## config.mk

```make
export PLATFORM = sky130hd
export DESIGN_NAME = lru_page_replacement_unit_flat
export DESIGN_NICKNAME = d
export VERILOG_FILES = /design/src/rtl/core/lru_pr_pkg.sv /design/src/rtl/core/lru_pr_if.sv /design/src/rtl/core/lru_pr_cell.sv /design/src/rtl/core/lru_page_replacement_unit.sv /design/src/flat_wrapper.sv
export SDC_FILE = /design/constraint.sdc
export NUM_CORES = 1
export LEC_CHECK = 0
export BUFFER_PORTS_ARGS = -buffer_cell sky130_fd_sc_hd__buf_2
export CAP_MARGIN = 20
export CORE_UTILIZATION = 63
export DETAILED_ROUTE_END_ITERATION = 10
export PLACE_DENSITY = 0.81
export SYNTH_ARGS = -nofsm -noshare
export SYNTH_HDL_FRONTEND = slang
export SYNTH_SLANG_ARGS = --single-unit
```

## constraint.sdc

```tcl
create_clock -name clk -period 13.89 [get_ports clk]
set_input_delay 0.6945 -clock clk [delete_from_list [all_inputs] [get_ports clk]]
set_output_delay 0.6945 -clock clk [all_outputs]
set_load 0.02 [all_outputs]
```

## src/rtl/core/lru_pr_pkg.sv

```systemverilog
`default_nettype none
package lru_pr_pkg;

	localparam int FRAMES    = 8;
	localparam int PAGE_BITS = 16;
	localparam int FRAME_W   = (FRAMES > 1) ? $clog2(FRAMES) : 1;
	localparam int RANK_W    = FRAME_W;
	// wide enough to hold FRAMES itself
	localparam int CNT_W     = $clog2(FRAMES + 1);
	localparam int CFG_W     = 4;
	localparam int FAULT_W   = 16;

	localparam logic [CFG_W-1:0]   CFG_RESET = 4'd8;
	localparam logic [FAULT_W-1:0] FAULT_MAX = '1;

	// running result handed from cell to cell
	typedef struct packed {
		logic               hit_found;
		logic [FRAME_W-1:0] hit_idx;
		logic [RANK_W-1:0]  hit_rank;
		logic               empty_found;
		logic [FRAME_W-1:0] empty_idx;
		logic [RANK_W-1:0]  best_rank;
		logic [FRAME_W-1:0] best_idx;
		logic [PAGE_BITS-1:0] best_page;
	} lru_pr_chain_t;

	// broadcast from the top level to every cell
	typedef struct packed {
		logic [PAGE_BITS-1:0] req_page;
		logic [CNT_W-1:0]     n_active;
		logic                 update;
		logic                 write_page;
		logic [FRAME_W-1:0]   chosen_idx;
		logic [CNT_W-1:0]     old_rank;
	} lru_pr_bcast_t;

endpackage
`default_nettype wire

```

## src/rtl/core/lru_pr_if.sv

```systemverilog
`default_nettype none
interface lru_pr_req_if import lru_pr_pkg::*; ();
	logic                 valid;
	logic                 ready;
	logic [PAGE_BITS-1:0] page;

	modport source (output valid, output page, input ready);
	modport sink (input valid, input page, output ready);
endinterface

interface lru_pr_rsp_if import lru_pr_pkg::*; ();
	logic                 valid;
	logic                 ready;
	logic                 hit;
	logic [FRAME_W-1:0]   frame;
	logic                 evicted_valid;
	logic [PAGE_BITS-1:0] evicted_page;
	logic [FAULT_W-1:0]   fault_count;

	modport source (output valid, output hit, output frame, output evicted_valid,
		output evicted_page, output fault_count, input ready);
	modport sink (input valid, input hit, input frame, input evicted_valid,
		input evicted_page, input fault_count, output ready);
endinterface

interface lru_pr_cfg_if import lru_pr_pkg::*; ();
	logic             valid;
	logic             ready;
	logic [CFG_W-1:0] frames_in_use;

	modport source (output valid, output frames_in_use, input ready);
	modport sink (input valid, input frames_in_use, output ready);
endinterface
`default_nettype wire

```

## src/rtl/core/lru_pr_cell.sv

```systemverilog
`default_nettype none
module lru_pr_cell import lru_pr_pkg::*; (
	input  wire logic          clk,
	input  wire logic          arst_n,
	input  wire logic [FRAME_W-1:0] cell_idx,
	input  wire lru_pr_bcast_t bcast,
	input  wire lru_pr_chain_t chain_in,
	output lru_pr_chain_t      chain_out
);

	logic [PAGE_BITS-1:0] page_q;
	logic                 valid_q;
	logic [RANK_W-1:0]    rank_q;
	logic                 active;
	logic                 match;
	logic                 is_chosen;

	assign active    = CNT_W'(cell_idx) < bcast.n_active;
	assign match     = active && valid_q && (page_q == bcast.req_page);
	assign is_chosen = (cell_idx == bcast.chosen_idx);

	always_comb begin
		chain_out = chain_in;
		if (!chain_in.hit_found && match) begin
			chain_out.hit_found = 1'b1;
			chain_out.hit_idx   = cell_idx;
			chain_out.hit_rank  = rank_q;
		end
		if (!chain_in.empty_found && active && !valid_q) begin
			chain_out.empty_found = 1'b1;
			chain_out.empty_idx   = cell_idx;
		end
		// cell 0 seeds the oldest-frame search
		if (active && ((rank_q > chain_in.best_rank) || (cell_idx == '0))) begin
			chain_out.best_rank = rank_q;
			chain_out.best_idx  = cell_idx;
			chain_out.best_page = page_q;
		end
	end

	always_ff @(posedge clk or negedge arst_n) begin
		if (!arst_n) begin
			page_q  <= '0;
			valid_q <= 1'b0;
			rank_q  <= '0;
		end else if (bcast.update) begin
			if (is_chosen) begin
				valid_q <= 1'b1;
				rank_q  <= '0;
				if (bcast.write_page) begin
					page_q <= bcast.req_page;
				end
			end else if (valid_q && (CNT_W'(rank_q) < bcast.old_rank)) begin
				rank_q <= rank_q + 1'b1;
			end
		end
	end

endmodule
`default_nettype wire

```

## src/rtl/core/lru_page_replacement_unit.sv

```systemverilog
`default_nettype none
// Fully associative LRU page replacement over FRAMES frames. Each word on req
// is one page reference; each word on rsp reports hit or fault, the frame
// now holding the page, the page evicted (zero if none) and the saturating
// fault count since reset. A fault fills the lowest empty frame in use and
// otherwise evicts the least recently used one. frames_in_use (written on
// cfg, always ready) limits lookup and replacement to frames 0..n-1; zero
// acts as 1 and values above FRAMES as FRAMES. Frames above the limit keep
// their contents. Write cfg only while no reference is outstanding.
// Throughput: one reference per clock; the result appears in the cycle after
// acceptance in an output register, and req stays ready while that register
// is empty or being drained. The cycle is set by the ripple through the row
// of frame cells, which resolves first hit, first empty frame and oldest
// frame in a single pass. No clearing pass after reset.
module lru_page_replacement_unit import lru_pr_pkg::*; (
	input  wire logic clk,
	input  wire logic arst_n,
	lru_pr_req_if.sink   req,
	lru_pr_rsp_if.source rsp,
	lru_pr_cfg_if.sink   cfg
);

	logic [CFG_W-1:0]   frames_in_use_q;
	logic [CNT_W-1:0]   n_active;
	logic [FAULT_W-1:0] fault_q;
	logic [FAULT_W-1:0] fault_next;
	logic               accept;
	logic               miss;
	logic               evict;
	logic [FRAME_W-1:0] chosen;
	lru_pr_bcast_t      bcast;
	lru_pr_chain_t      chain [FRAMES+1];

	// output register
	logic                 out_valid_q;
	logic                 hit_q;
	logic [FRAME_W-1:0]   frame_q;
	logic                 evicted_valid_q;
	logic [PAGE_BITS-1:0] evicted_page_q;
	logic [FAULT_W-1:0]   fault_count_q;

	assign cfg.ready = 1'b1;

	always_ff @(posedge clk or negedge arst_n) begin
		if (!arst_n) begin
			frames_in_use_q <= CFG_RESET;
		end else if (cfg.valid) begin
			frames_in_use_q <= cfg.frames_in_use;
		end
	end

	// clamp to 1..FRAMES
	always_comb begin
		if (frames_in_use_q == '0) begin
			n_active = CNT_W'(1);
		end else if (int'(frames_in_use_q) > FRAMES) begin
			n_active = CNT_W'(FRAMES);
		end else begin
			n_active = CNT_W'(frames_in_use_q);
		end
	end

	assign req.ready = !out_valid_q || rsp.ready;
	assign accept    = req.valid && req.ready;

	// row of frame cells; chain[0] is the empty search state
	assign chain[0] = '0;

	for (genvar g = 0; g < FRAMES; g++) begin : g_cell
		lru_pr_cell u_cell (
			.clk       (clk),
			.arst_n    (arst_n),
			.cell_idx  (FRAME_W'(g)),
			.bcast     (bcast),
			.chain_in  (chain[g]),
			.chain_out (chain[g+1])
		);
	end

	// hit first, then lowest empty frame, then oldest frame
	assign miss  = !chain[FRAMES].hit_found;
	assign evict = miss && !chain[FRAMES].empty_found;

	always_comb begin
		if (!miss) begin
			chosen         = chain[FRAMES].hit_idx;
			bcast.old_rank = CNT_W'(chain[FRAMES].hit_rank);
		end else if (!evict) begin
			chosen         = chain[FRAMES].empty_idx;
			bcast.old_rank = CNT_W'(FRAMES);  // empty frame: every valid frame ages
		end else begin
			chosen         = chain[FRAMES].best_idx;
			bcast.old_rank = CNT_W'(chain[FRAMES].best_rank);
		end
		bcast.req_page   = req.page;
		bcast.n_active   = n_active;
		bcast.update     = accept;
		bcast.write_page = miss;
		bcast.chosen_idx = chosen;
	end

	assign fault_next = (miss && (fault_q != FAULT_MAX)) ? fault_q + 1'b1 : fault_q;

	always_ff @(posedge clk or negedge arst_n) begin
		if (!arst_n) begin
			fault_q <= '0;
		end else if (accept) begin
			fault_q <= fault_next;
		end
	end

	always_ff @(posedge clk or negedge arst_n) begin
		if (!arst_n) begin
			out_valid_q <= 1'b0;
		end else if (accept) begin
			out_valid_q <= 1'b1;
		end else if (rsp.ready) begin
			out_valid_q <= 1'b0;
		end
	end

	always_ff @(posedge clk) begin
		if (accept) begin
			hit_q           <= !miss;
			frame_q         <= chosen;
			evicted_valid_q <= evict;
			evicted_page_q  <= evict ? chain[FRAMES].best_page : '0;
			fault_count_q   <= fault_next;
		end
	end

	assign rsp.valid         = out_valid_q;
	assign rsp.hit           = hit_q;
	assign rsp.frame         = frame_q;
	assign rsp.evicted_valid = evicted_valid_q;
	assign rsp.evicted_page  = evicted_page_q;
	assign rsp.fault_count   = fault_count_q;

endmodule
`default_nettype wire

```

## src/flat_wrapper.sv

```systemverilog
// flat-port wrapper written by rule: the top's interface ports become plain ports
module lru_page_replacement_unit_flat import lru_pr_pkg::*;
  (clk, arst_n, req_valid, req_page, req_ready, rsp_valid, rsp_hit, rsp_frame, rsp_evicted_valid, rsp_evicted_page, rsp_fault_count, rsp_ready, cfg_valid, cfg_frames_in_use, cfg_ready);
  lru_pr_req_if req_i ();
  lru_pr_rsp_if rsp_i ();
  lru_pr_cfg_if cfg_i ();
  input  wire logic clk;
  input  wire logic arst_n;
  input wire logic [$bits(req_i.valid)-1:0] req_valid;
  input wire logic [$bits(req_i.page)-1:0] req_page;
  output wire logic [$bits(req_i.ready)-1:0] req_ready;
  output wire logic [$bits(rsp_i.valid)-1:0] rsp_valid;
  output wire logic [$bits(rsp_i.hit)-1:0] rsp_hit;
  output wire logic [$bits(rsp_i.frame)-1:0] rsp_frame;
  output wire logic [$bits(rsp_i.evicted_valid)-1:0] rsp_evicted_valid;
  output wire logic [$bits(rsp_i.evicted_page)-1:0] rsp_evicted_page;
  output wire logic [$bits(rsp_i.fault_count)-1:0] rsp_fault_count;
  input wire logic [$bits(rsp_i.ready)-1:0] rsp_ready;
  input wire logic [$bits(cfg_i.valid)-1:0] cfg_valid;
  input wire logic [$bits(cfg_i.frames_in_use)-1:0] cfg_frames_in_use;
  output wire logic [$bits(cfg_i.ready)-1:0] cfg_ready;
  assign req_i.valid = req_valid;
  assign req_i.page = req_page;
  assign req_ready = req_i.ready;
  assign rsp_valid = rsp_i.valid;
  assign rsp_hit = rsp_i.hit;
  assign rsp_frame = rsp_i.frame;
  assign rsp_evicted_valid = rsp_i.evicted_valid;
  assign rsp_evicted_page = rsp_i.evicted_page;
  assign rsp_fault_count = rsp_i.fault_count;
  assign rsp_i.ready = rsp_ready;
  assign cfg_i.valid = cfg_valid;
  assign cfg_i.frames_in_use = cfg_frames_in_use;
  assign cfg_ready = cfg_i.ready;
  lru_page_replacement_unit u_core (.clk(clk), .arst_n(arst_n), .req(req_i), .rsp(rsp_i), .cfg(cfg_i));
endmodule
```

==> results.sh, run 1 <==
export IMPL_path_class="register to register"
export IMPL_io_buffers=63
export IMPL_finalMaxSlewViolations=0
export IMPL_worst_slew_pin_slew_ns=0.982
export IMPL_antenna_found_initial=0
export IMPL_die_area_um2=22900
export IMPL_synth_top_family_by_area="simple AND/OR/NAND/NOR gates"
export IMPL_drt_wl_total_mm=37.5
export IMPL_synth_ff_type="dfrtp_1"
export IMPL_io_pins=65
export IMPL_min_period_over_period=0.892
export IMPL_path_max_fanout=38
export IMPL_drive_gt1_frac=0.191
export IMPL_drt_iter0_markers=882
export IMPL_synth_compound_area_share=0.124
export IMPL_dpl_hpwl_mm=26.9
export IMPL_fin_crit_ns=12.38
export IMPL_max_freq_ghz=0.0807
export IMPL_grt_pass1_wl_mm=58.7
export IMPL_syn_area_um2=14000
export IMPL_cts_sinks=218
export IMPL_synth_fp_nets=1438
export IMPL_vias_per_cell=6.52
export IMPL_outcome="finished, final reports clean"
export IMPL_grtUsageTotal=0.337
export IMPL_num_rows=54
export IMPL_synth_area_leaders="dfrtp_1 32%, edfxtp_1 7.9%, mux2_2 6.1%"
export IMPL_core_area_um2=21800
export IMPL_register_area_um2=5640
export IMPL_cts_tree="yes"
export IMPL_yosys_area_share_adder=0.0283
export IMPL_slowest_stage="nor4b_2"
export IMPL_setup_viol=0
export IMPL_slowest_delay_ns=0.89
export IMPL_post_cts_resized=0
export IMPL_arrival_ns=12.82
export IMPL_seq_area_frac_synth=0.402
export IMPL_post_cts_repair_setup_buffers=0
export IMPL_die_h_um=151
export IMPL_cpMostUsedCell="ha_1"
export IMPL_syn_area_per_cell_um2=10.2
export IMPL_finClkSkew_ns=0.0185
export IMPL_finalSetupTns_ns=0
export IMPL_htree_levels=1
export IMPL_cts_root_buf="clkbuf_16"
export IMPL_ant_nets=0
export IMPL_die_width_um=151
export IMPL_crit_path_end_kind="register"
export IMPL_synth_edf_count=37
export IMPL_cp_top_family="compound AO/OA/AOI/OAI gates"
export IMPL_syn2layout_area_growth_pct=9.63
export IMPL_vias=11085
export IMPL_ys_ff_latch=218
export IMPL_path_clk_slew_ns=0.06
export IMPL_hp_class="primary input to asynchronous set/reset pin"
export IMPL_synth_cell_types=104
export IMPL_clkLatencyLatePin_ns=0.55
export IMPL_cts_hold_buf=0
export IMPL_grt_max_degree=104
export IMPL_cp_data_required_time_ns=14.32
export IMPL_yosysTopAreaCell="dfrtp_1"
export IMPL_multiInputGateArea_um2=7810
export IMPL_fin_nets=1456
export IMPL_avgRoutedWirePerCell_um=22.1
export IMPL_synthCells=1382
export IMPL_firstDrtPassIters=6
export IMPL_grt_pass1_vias=10613
export IMPL_rsz0062_at_grt="no"
export IMPL_ys_warn_count=0
export IMPL_overflow=0
export IMPL_crit_path_start_kind="register"
export IMPL_antenna_cells=0
export IMPL_start_util=0.643
export IMPL_synth_xor_area_frac=0.0986
export IMPL_numCtsBuffers=26
export IMPL_gp_congestion=0.990
export IMPL_synthMuxAreaShare=0.130
export IMPL_maxCapViolCount=0
export IMPL_final_hold_violation_count=0
export IMPL_fill_cells=1650
export IMPL_max_slew_margin=0.345
export IMPL_synthArstFlopShare=0.830
export IMPL_route_detailed_drc=0
export IMPL_synth_simple_area_share=0.175
export IMPL_cp_num_buf_inv=8
export IMPL_yosysTopAreaCellShare=0.321
export IMPL_clock_path_buffers=3
==> flip-flops by register name, summed over array words and instances (netlist names) <==
name                          count
u_core.g_cell.u_cell.rank_q      24
u_core.rsp.evicted_page          16
u_core.g_cell.u_cell.valid_q      8
u_core.rsp.evicted_valid          1
u_core.rsp.fault_count           16
u_core.rsp.valid                  1
u_core.frames_in_use_q            4
u_core.fault_q                   16
u_core.rsp.frame                  3
u_core.rsp.hit                    1
u_core.g_cell.u_cell.page_q     128
==> cells in the final DEF (no fill, tap or decap), types with 37 or more instances in the layout <==
| cell type | synthesis | final |
|---|---|---|
| dfrtp_1 | 180 | 180 |
| nor2_1 | 106 | 105 |
| nand2_1 | 104 | 104 |
| xor2_1 | 80 | 80 |
| xnor2_1 | 78 | 78 |
| mux2_2 | 76 | 76 |
| buf_2 | 27 | 62 |
| a21oi_1 | 57 | 56 |
| mux2_1 | 50 | 50 |
| edfxtp_1 | 37 | 37 |
==> layout make-up <==
type	count	share of cell area
clock buffers	34	0.0462
clock inverters	14	0.0152
inverters	38	0.00976
multi-input cells	1034	0.508
flip-flops and latches	218	0.367
well taps	280	0.0228
repair buffers	82	0.0319
==> metrics by stage <==
stage          instances  instance area, um^2  worst slack, ns   util  hold slack [ns]
2_1_floorplan       1382                14000             2.03      -            0.399
3_3_place_gp        1650                14400             1.61  0.660            0.488
3_5_place_dp        1650                14400             1.22  0.660            0.505
4_1_cts             1698                15300             1.15  0.703            0.286
5_1_grt             1700                15400            0.747  0.705            0.335
6_report            1700                15400             1.51  0.705            0.261
==> per-layer routing <==
metal | vias up | wire [um] | track usage
li1 | 5052 | - | -
met1 | 5387 | 16000 | 0.459
met2 | 527 | 17400 | 0.538
met3 | 119 | 2550 | 0.0479
met4 | 0 | 1600 | 0.139
met5 | - | 0 | 0
==> final timing paths <==
| kind | from | end | slack (ns) | depth (start not counted) |
|---|---|---|---|---|
| worst max-delay path | u_core.g_cell[0].u_cell.rank_q[2]$_DFFE_PN0P_ | u_core.g_cell[0].u_cell.rank_q[0]$_DFFE_PN0P_ | 1.51 | 54 |
| worst min-delay path | arst_n | u_core.g_cell[2].u_cell.rank_q[1]$_DFFE_PN0P_ | 0.26 | 1 |
| min in group clk | req_valid | u_core.rsp.valid$_DFFE_PN0P_ | 0.36 | 2 |
| worst min register to register | u_core.fault_q[10]$_DFFE_PN0P_ | u_core.fault_q[10]$_DFFE_PN0P_ | 0.52 | 1 |
| max in group asynchronous | arst_n | u_core.g_cell[2].u_cell.page_q[15]$_DFFE_PN0P_ | 12.11 | 2 |
| worst max register to register | u_core.g_cell[0].u_cell.rank_q[2]$_DFFE_PN0P_ | u_core.g_cell[0].u_cell.rank_q[0]$_DFFE_PN0P_ | 1.51 | 54 |
==> cells by family (layout without fill, tap and decap cells) <==
group | after synthesis | after routing
AO/OA/AOI/OAI | 230 | 230
XOR/XNOR | 158 | 158
adder cells (fa/ha/maj) | 32 | 32
buffers and inverters | 130 | 168
flip-flops | 218 | 218
multiplexers | 161 | 161
other | 1 | 1
AND/OR/NAND/NOR | 452 | 452
==> synthesized netlist by cell type, drive strengths merged (3+ instances only) <==
cell type and number:
clkbuf 51, dfrtp 180, or3 9, nor4 38, inv 36, a31oi 9, a21o 8, nor2 111
a21boi 3, mux2 136, ha 31, nand3b 4, xnor2 78, o31ai 8, a21oi 58, or4 7
nor2b 28, xor2 80, nor3 30, mux2i 25, a211o 21, o21ai 33, nor3b 6, a211oi 22
o21a 3, o2111ai 4, and3 8, edfxtp 37, o41ai 8, nand4 27, o311ai 3, o221ai 5
nor4b 3, a311oi 18, a31o 3, and2 8, o22ai 5, buf 41, o211ai 4, nand2 105
nand2b 9, nand3 40, or2 8
Power of run 1 is not shown: default switching activity piles up to over one toggle a cycle in this logic, so the estimate is an artifact.
==> run 2: changes to the inputs <==
--- a/config.mk
+++ b/config.mk
@@ -7,6 +7,7 @@
 export LEC_CHECK = 0
 export BUFFER_PORTS_ARGS = -buffer_cell sky130_fd_sc_hd__buf_2
 export CAP_MARGIN = 20
+export CORE_MARGIN = 2
 export CORE_UTILIZATION = 63
 export DETAILED_ROUTE_END_ITERATION = 10
 export PLACE_DENSITY = 0.81
==> run 2 against run 1 <==
Net effect:
- cell area fell by 0.61%
- register-to-register slack worse by 0.61 ns
- final cell count is 0.18% lower
- first-iteration DRC count increased by 15%
- critical endpoint unchanged
- worst setup slack worse by 0.61 ns
- via count shrank 0.34%
- utilization fell by 0.43 points
- flip-flop and latch count unchanged
==> results.sh, run 2 (synthesis gave the netlist of run 1 again) <==
export IMPL_regMostFlops="u_core.g_cell.u_cell.page_q"
export IMPL_final_hold_violation_count=0
export IMPL_io_pins=65
export IMPL_post_cts_repair_setup_buffers=0
export IMPL_ant_nets=0
export IMPL_hp_class="primary input to asynchronous set/reset pin"
export IMPL_start_util=0.643
export IMPL_path_max_fanout=38
export IMPL_path_class="register to register"
export IMPL_cts_sinks=218
export IMPL_reg_top3="u_core.g_cell.u_cell.page_q: 128 flops, u_core.g_cell.u_cell.rank_q: 24 flops"
export IMPL_die_h_um=153
export IMPL_firstDrtPassIters=6
export IMPL_cts_tree="yes"
export IMPL_min_period_over_period=0.935
export IMPL_vias=11047
export IMPL_clock_path_buffers=3
export IMPL_max_freq_ghz=0.0770
export IMPL_antenna_found_initial=0
export IMPL_finClkSkew_ns=0.0140
export IMPL_outcome="finished, final reports clean"
export IMPL_overflow=0
export IMPL_cp_top_family="compound AO/OA/AOI/OAI gates"
export IMPL_worst_slew_pin_slew_ns=1.07
export IMPL_fill_cells=1668
export IMPL_drive_gt1_frac=0.190
export IMPL_cpMostUsedCell="ha_1"
export IMPL_finalSetupTns_ns=0
export IMPL_route_detailed_drc=0
export IMPL_io_buffers=63
export IMPL_drt_wl_total_mm=38.0
export IMPL_grt_pass1_vias=10811
export IMPL_multiInputGateArea_um2=7810
export IMPL_cts_root_buf="clkbuf_16"
export IMPL_fin_nets=1454
export IMPL_cp_data_required_time_ns=14.32
export IMPL_layout_common_cells="180 x dfrtp_1, 105 x nor2_1, 104 x nand2_1"
export IMPL_vias_per_cell=6.51
export IMPL_cts_hold_buf=0
export IMPL_slowest_stage="nor4b_2"
export IMPL_antenna_cells=0
export IMPL_numCtsBuffers=25
export IMPL_core_area_um2=21800
export IMPL_final_common_cell="dfrtp_1"
export IMPL_num_rows=54
export IMPL_crit_path_end_kind="register"
export IMPL_finalMaxSlewViolations=0
export IMPL_register_area_um2=5640
export IMPL_grtUsageTotal=0.322
export IMPL_rsz0062_at_grt="no"
export IMPL_fin_crit_ns=12.99
export IMPL_htree_levels=1
export IMPL_crit_path_start_kind="register"
export IMPL_grt_max_degree=110
export IMPL_gp_congestion=0.953
export IMPL_max_slew_margin=0.284
export IMPL_cp_num_buf_inv=10
export IMPL_largest_reg_flops=128
export IMPL_post_cts_resized=0
export IMPL_arrival_ns=13.42
export IMPL_setup_viol=0
export IMPL_die_area_um2=23500
export IMPL_maxCapViolCount=0
export IMPL_path_clk_slew_ns=0.06
export IMPL_drt_iter0_markers=1010
export IMPL_slowest_delay_ns=1.04
export IMPL_syn2layout_area_growth_pct=8.96
export IMPL_clkLatencyLatePin_ns=0.54
export IMPL_grt_pass1_wl_mm=60.5
export IMPL_dpl_hpwl_mm=27.2
export IMPL_die_width_um=153
export IMPL_avgRoutedWirePerCell_um=22.4
run 2: through the flow:
| stage | area [um^2] | instances | utilization | hold slack, ns | setup WS, ns |
|---|---|---|---|---|---|
| after floorplan | 14000 | 1382 | - | 0.399 | 2.03 |
| after global placement | 14400 | 1649 | 0.660 | 0.497 | 1.18 |
| after detailed placement | 14400 | 1649 | 0.660 | 0.507 | 0.896 |
| after CTS | 15300 | 1695 | 0.699 | 0.314 | 0.854 |
| after global routing | 15300 | 1697 | 0.701 | 0.359 | 0.0614 |
| final | 15300 | 1697 | 0.701 | 0.271 | 0.900 |
run 2: layout make-up:
class                           instances  area share
Tap cell                              280      0.0229
Clock inverter                         15      0.0118
Timing Repair Buffer                   81      0.0316
Inverter                               38     0.00982
Clock buffer                           31      0.0443
Multi-Input combinational cell       1034       0.511
Sequential cell                       218       0.369
run 2: per-layer routing:
| layer | share of wire | track usage | vias up |
|---|---|---|---|
| met3 | 0.062 | 0.0377 | 84 |
| met1 | 0.43 | 0.452 | 5488 |
| met2 | 0.47 | 0.525 | 451 |
| met5 | 0 | 0 | - |
| met4 | 0.030 | 0.105 | 0 |
| li1 | - | - | 5024 |
run 2: path summary, 6_finish.rpt:
path | slack (ns) | from | to | cells past startpoint
hold reg to reg | 0.52 | u_core.fault_q[12]$_DFFE_PN0P_ | u_core.fault_q[12]$_DFFE_PN0P_ | 2
setup / recovery | 0.90 | u_core.g_cell[0].u_cell.rank_q[2]$_DFFE_PN0P_ | u_core.g_cell[0].u_cell.rank_q[0]$_DFFE_PN0P_ | 57
setup reg to reg | 0.90 | u_core.g_cell[0].u_cell.rank_q[2]$_DFFE_PN0P_ | u_core.g_cell[0].u_cell.rank_q[0]$_DFFE_PN0P_ | 57
hold / removal | 0.27 | arst_n | u_core.g_cell[1].u_cell.valid_q$_DFFE_PN0P_ | 1
min in group clk | 0.37 | req_valid | u_core.rsp.valid$_DFFE_PN0P_ | 2
max in group asynchronous | 12.10 | arst_n | u_core.g_cell[4].u_cell.page_q[10]$_DFFE_PN0P_ | 2
run 2: worst reg2reg max path, delay by kind of cell, from the launching register on:
| kind | cells | cell delay [ns] |
|---|---|---|
| flip-flops | 1 | 0.48 |
| AO/OA/AOI/OAI | 20 | 4.62 |
| buffers and inverters | 10 | 1.98 |
| adder cells (fa/ha/maj) | 9 | 2.32 |
| AND/OR/NAND/NOR | 18 | 3.46 |
Power of run 2 is left out for the same reason.
==> run 3: changes to the inputs <==
--- a/config.mk
+++ b/config.mk
@@ -11,6 +11,7 @@
 export CORE_UTILIZATION = 63
 export DETAILED_ROUTE_END_ITERATION = 10
 export PLACE_DENSITY = 0.81
+export RECOVER_POWER = 100
 export SYNTH_ARGS = -nofsm -noshare
 export SYNTH_HDL_FRONTEND = slang
 export SYNTH_SLANG_ARGS = --single-unit
==> run 3 against run 2 <==
Net effect:
- the run now ends with max-capacitance violations, max-slew violations left
- clock skew hardly changed
- utilization is 1.3 points lower
- wire length up 0.28%
- register-to-register slack got worse by 0.09 ns
- non-clock buffer count unchanged
- die area is the same
- via count down 0.33%
- final cell count unchanged
==> results.sh, run 3 (synthesis gave the netlist of run 1 again) <==
export IMPL_worst_slew_pin_slew_ns=6.04
export IMPL_avgRoutedWirePerCell_um=22.4
export IMPL_grtUsageTotal=0.322
export IMPL_path_class="register to register"
export IMPL_maxCapViolCount=4
export IMPL_violations="max-capacitance violations, max-slew violations"
export IMPL_finalSetupTns_ns=0
export IMPL_slowest_delay_ns=0.62
export IMPL_syn2layout_area_growth_pct=6.94
export IMPL_max_slew_margin=-3.03
export IMPL_cpMostUsedCell="ha_1"
export IMPL_firstDrtPassIters=5
export IMPL_num_rows=54
export IMPL_cts_tree="yes"
export IMPL_fill_cells=1729
export IMPL_finClkSkew_ns=0.0138
export IMPL_hold_worst_slack_ns=0.368
export IMPL_fin_nets=1454
export IMPL_outcome="finished, violations left"
export IMPL_grt_pass1_wl_mm=60.5
export IMPL_setup_viol=0
export IMPL_route_detailed_drc=0
export IMPL_hp_class="primary input to register"
export IMPL_slowest_stage="o21ai_2"
export IMPL_io_pins=65
export IMPL_vias=11011
export IMPL_antenna_found_initial=0
export IMPL_grt_pass1_vias=10811
export IMPL_vias_per_cell=6.49
export IMPL_ant_nets=0
export IMPL_finalMaxSlewViolations=235
export IMPL_drt_wl_total_mm=38.1
export IMPL_regMostFlops="u_core.g_cell.u_cell.page_q"
export IMPL_path_max_fanout=38
export IMPL_cts_hold_buf=0
export IMPL_grt_max_degree=110
export IMPL_drt_iter0_markers=1071
export IMPL_min_period_over_period=0.942
export IMPL_clock_path_buffers=3
export IMPL_reg_top3="u_core.g_cell.u_cell.page_q: 128 flops, u_core.g_cell.u_cell.rank_q: 24 flops"
export IMPL_path_clk_slew_ns=0.07
export IMPL_post_cts_repair_setup_buffers=0
export IMPL_crit_path_end_kind="register"
export IMPL_io_buffers=63
export IMPL_numCtsBuffers=25
export IMPL_overflow=0
export IMPL_rsz0062_at_grt="no"
export IMPL_core_area_um2=21800
export IMPL_clkLatencyLatePin_ns=0.54
export IMPL_final_hold_violation_count=0
export IMPL_dpl_hpwl_mm=27.2
export IMPL_largest_reg_flops=128
export IMPL_cts_sinks=218
export IMPL_cts_root_buf="clkbuf_16"
export IMPL_crit_path_start_kind="register"
export IMPL_die_h_um=153
export IMPL_layout_common_cells="180 x dfrtp_1, 107 x nor2_1, 105 x nand2_1"
export IMPL_die_width_um=153
export IMPL_gp_congestion=0.953
export IMPL_fin_crit_ns=13.08
export IMPL_htree_levels=1
export IMPL_max_freq_ghz=0.0765
export IMPL_antenna_cells=0
export IMPL_cp_data_required_time_ns=14.31
export IMPL_start_util=0.643
export IMPL_die_area_um2=23500
export IMPL_final_common_cell="dfrtp_1"
export IMPL_drive_gt1_frac=0.140
export IMPL_post_cts_resized=0
export IMPL_arrival_ns=13.50
==> run 3: cell types whose count changed in the layout (fill, tap and decap cells not counted), moves of 6 or more <==
cell	previous run	this run
clkbuf_1	3	47
mux2_1	50	61
buf_4	16	10
buf_2	62	22
mux2_4	10	0
==> run 3: critical path: cells and delay by family, from the launching register on <==
kind                       cells  cell delay, ns
AOI/OAI and AO/OA             18            3.89
adders and majority gates      8            2.02
buffers and inverters         13            3.22
DFF                            1            0.49
muxes                          1            0.40
and+or+nand+nor               19            2.88
==> run 3: area by class of cell <==
class	instances	area [um^2]	share of cell area
clock buffers	31	678	0.0452
clock inverters	15	180	0.0120
inverters	38	149	0.00992
multi-input cells	1034	7610	0.507
flip-flops and latches	218	5640	0.376
well taps	280	350	0.0233
repair buffers	81	404	0.0269
==> run 3: final timing paths <==
| kind | start | to | slack (ns) | cells after the start |
|---|---|---|---|---|
| hold / removal | req_valid | u_core.rsp.valid$_DFFE_PN0P_ | 0.37 | 2 |
| max in group asynchronous | arst_n | u_core.g_cell[3].u_cell.page_q[12]$_DFFE_PN0P_ | 5.79 | 2 |
| min in group asynchronous | arst_n | u_core.g_cell[1].u_cell.valid_q$_DFFE_PN0P_ | 2.39 | 1 |
| setup / recovery | u_core.g_cell[0].u_cell.rank_q[2]$_DFFE_PN0P_ | u_core.g_cell[5].u_cell.page_q[10]$_DFFE_PN0P_ | 0.81 | 59 |
| hold reg to reg | u_core.fault_q[12]$_DFFE_PN0P_ | u_core.fault_q[12]$_DFFE_PN0P_ | 0.52 | 2 |
| setup reg to reg | u_core.g_cell[0].u_cell.rank_q[2]$_DFFE_PN0P_ | u_core.g_cell[5].u_cell.page_q[10]$_DFFE_PN0P_ | 0.81 | 59 |
==> run 3: per-layer routing <==
metal  GRT usage  up-vias  wire length, um
met4       0.105        0             1170
met1       0.452     5430            16200
li1            -     5022                -
met2       0.525      473            17900
met3      0.0377       86             2750
met5           0        -                0
==> run 3: per-stage QoR <==
| stage | util | setup slack [ns] | instances | area, um^2 |
|---|---|---|---|---|
| after floorplan | - | 2.03 | 1382 | 14000 |
| after global placement | 0.660 | 1.18 | 1649 | 14400 |
| after detailed placement | 0.660 | 0.896 | 1649 | 14400 |
| after CTS | 0.699 | 0.854 | 1695 | 15300 |
| after global routing | 0.688 | 0.0339 | 1697 | 15000 |
| final | 0.688 | 0.811 | 1697 | 15000 |
Power of run 3 is left out for the same reason.
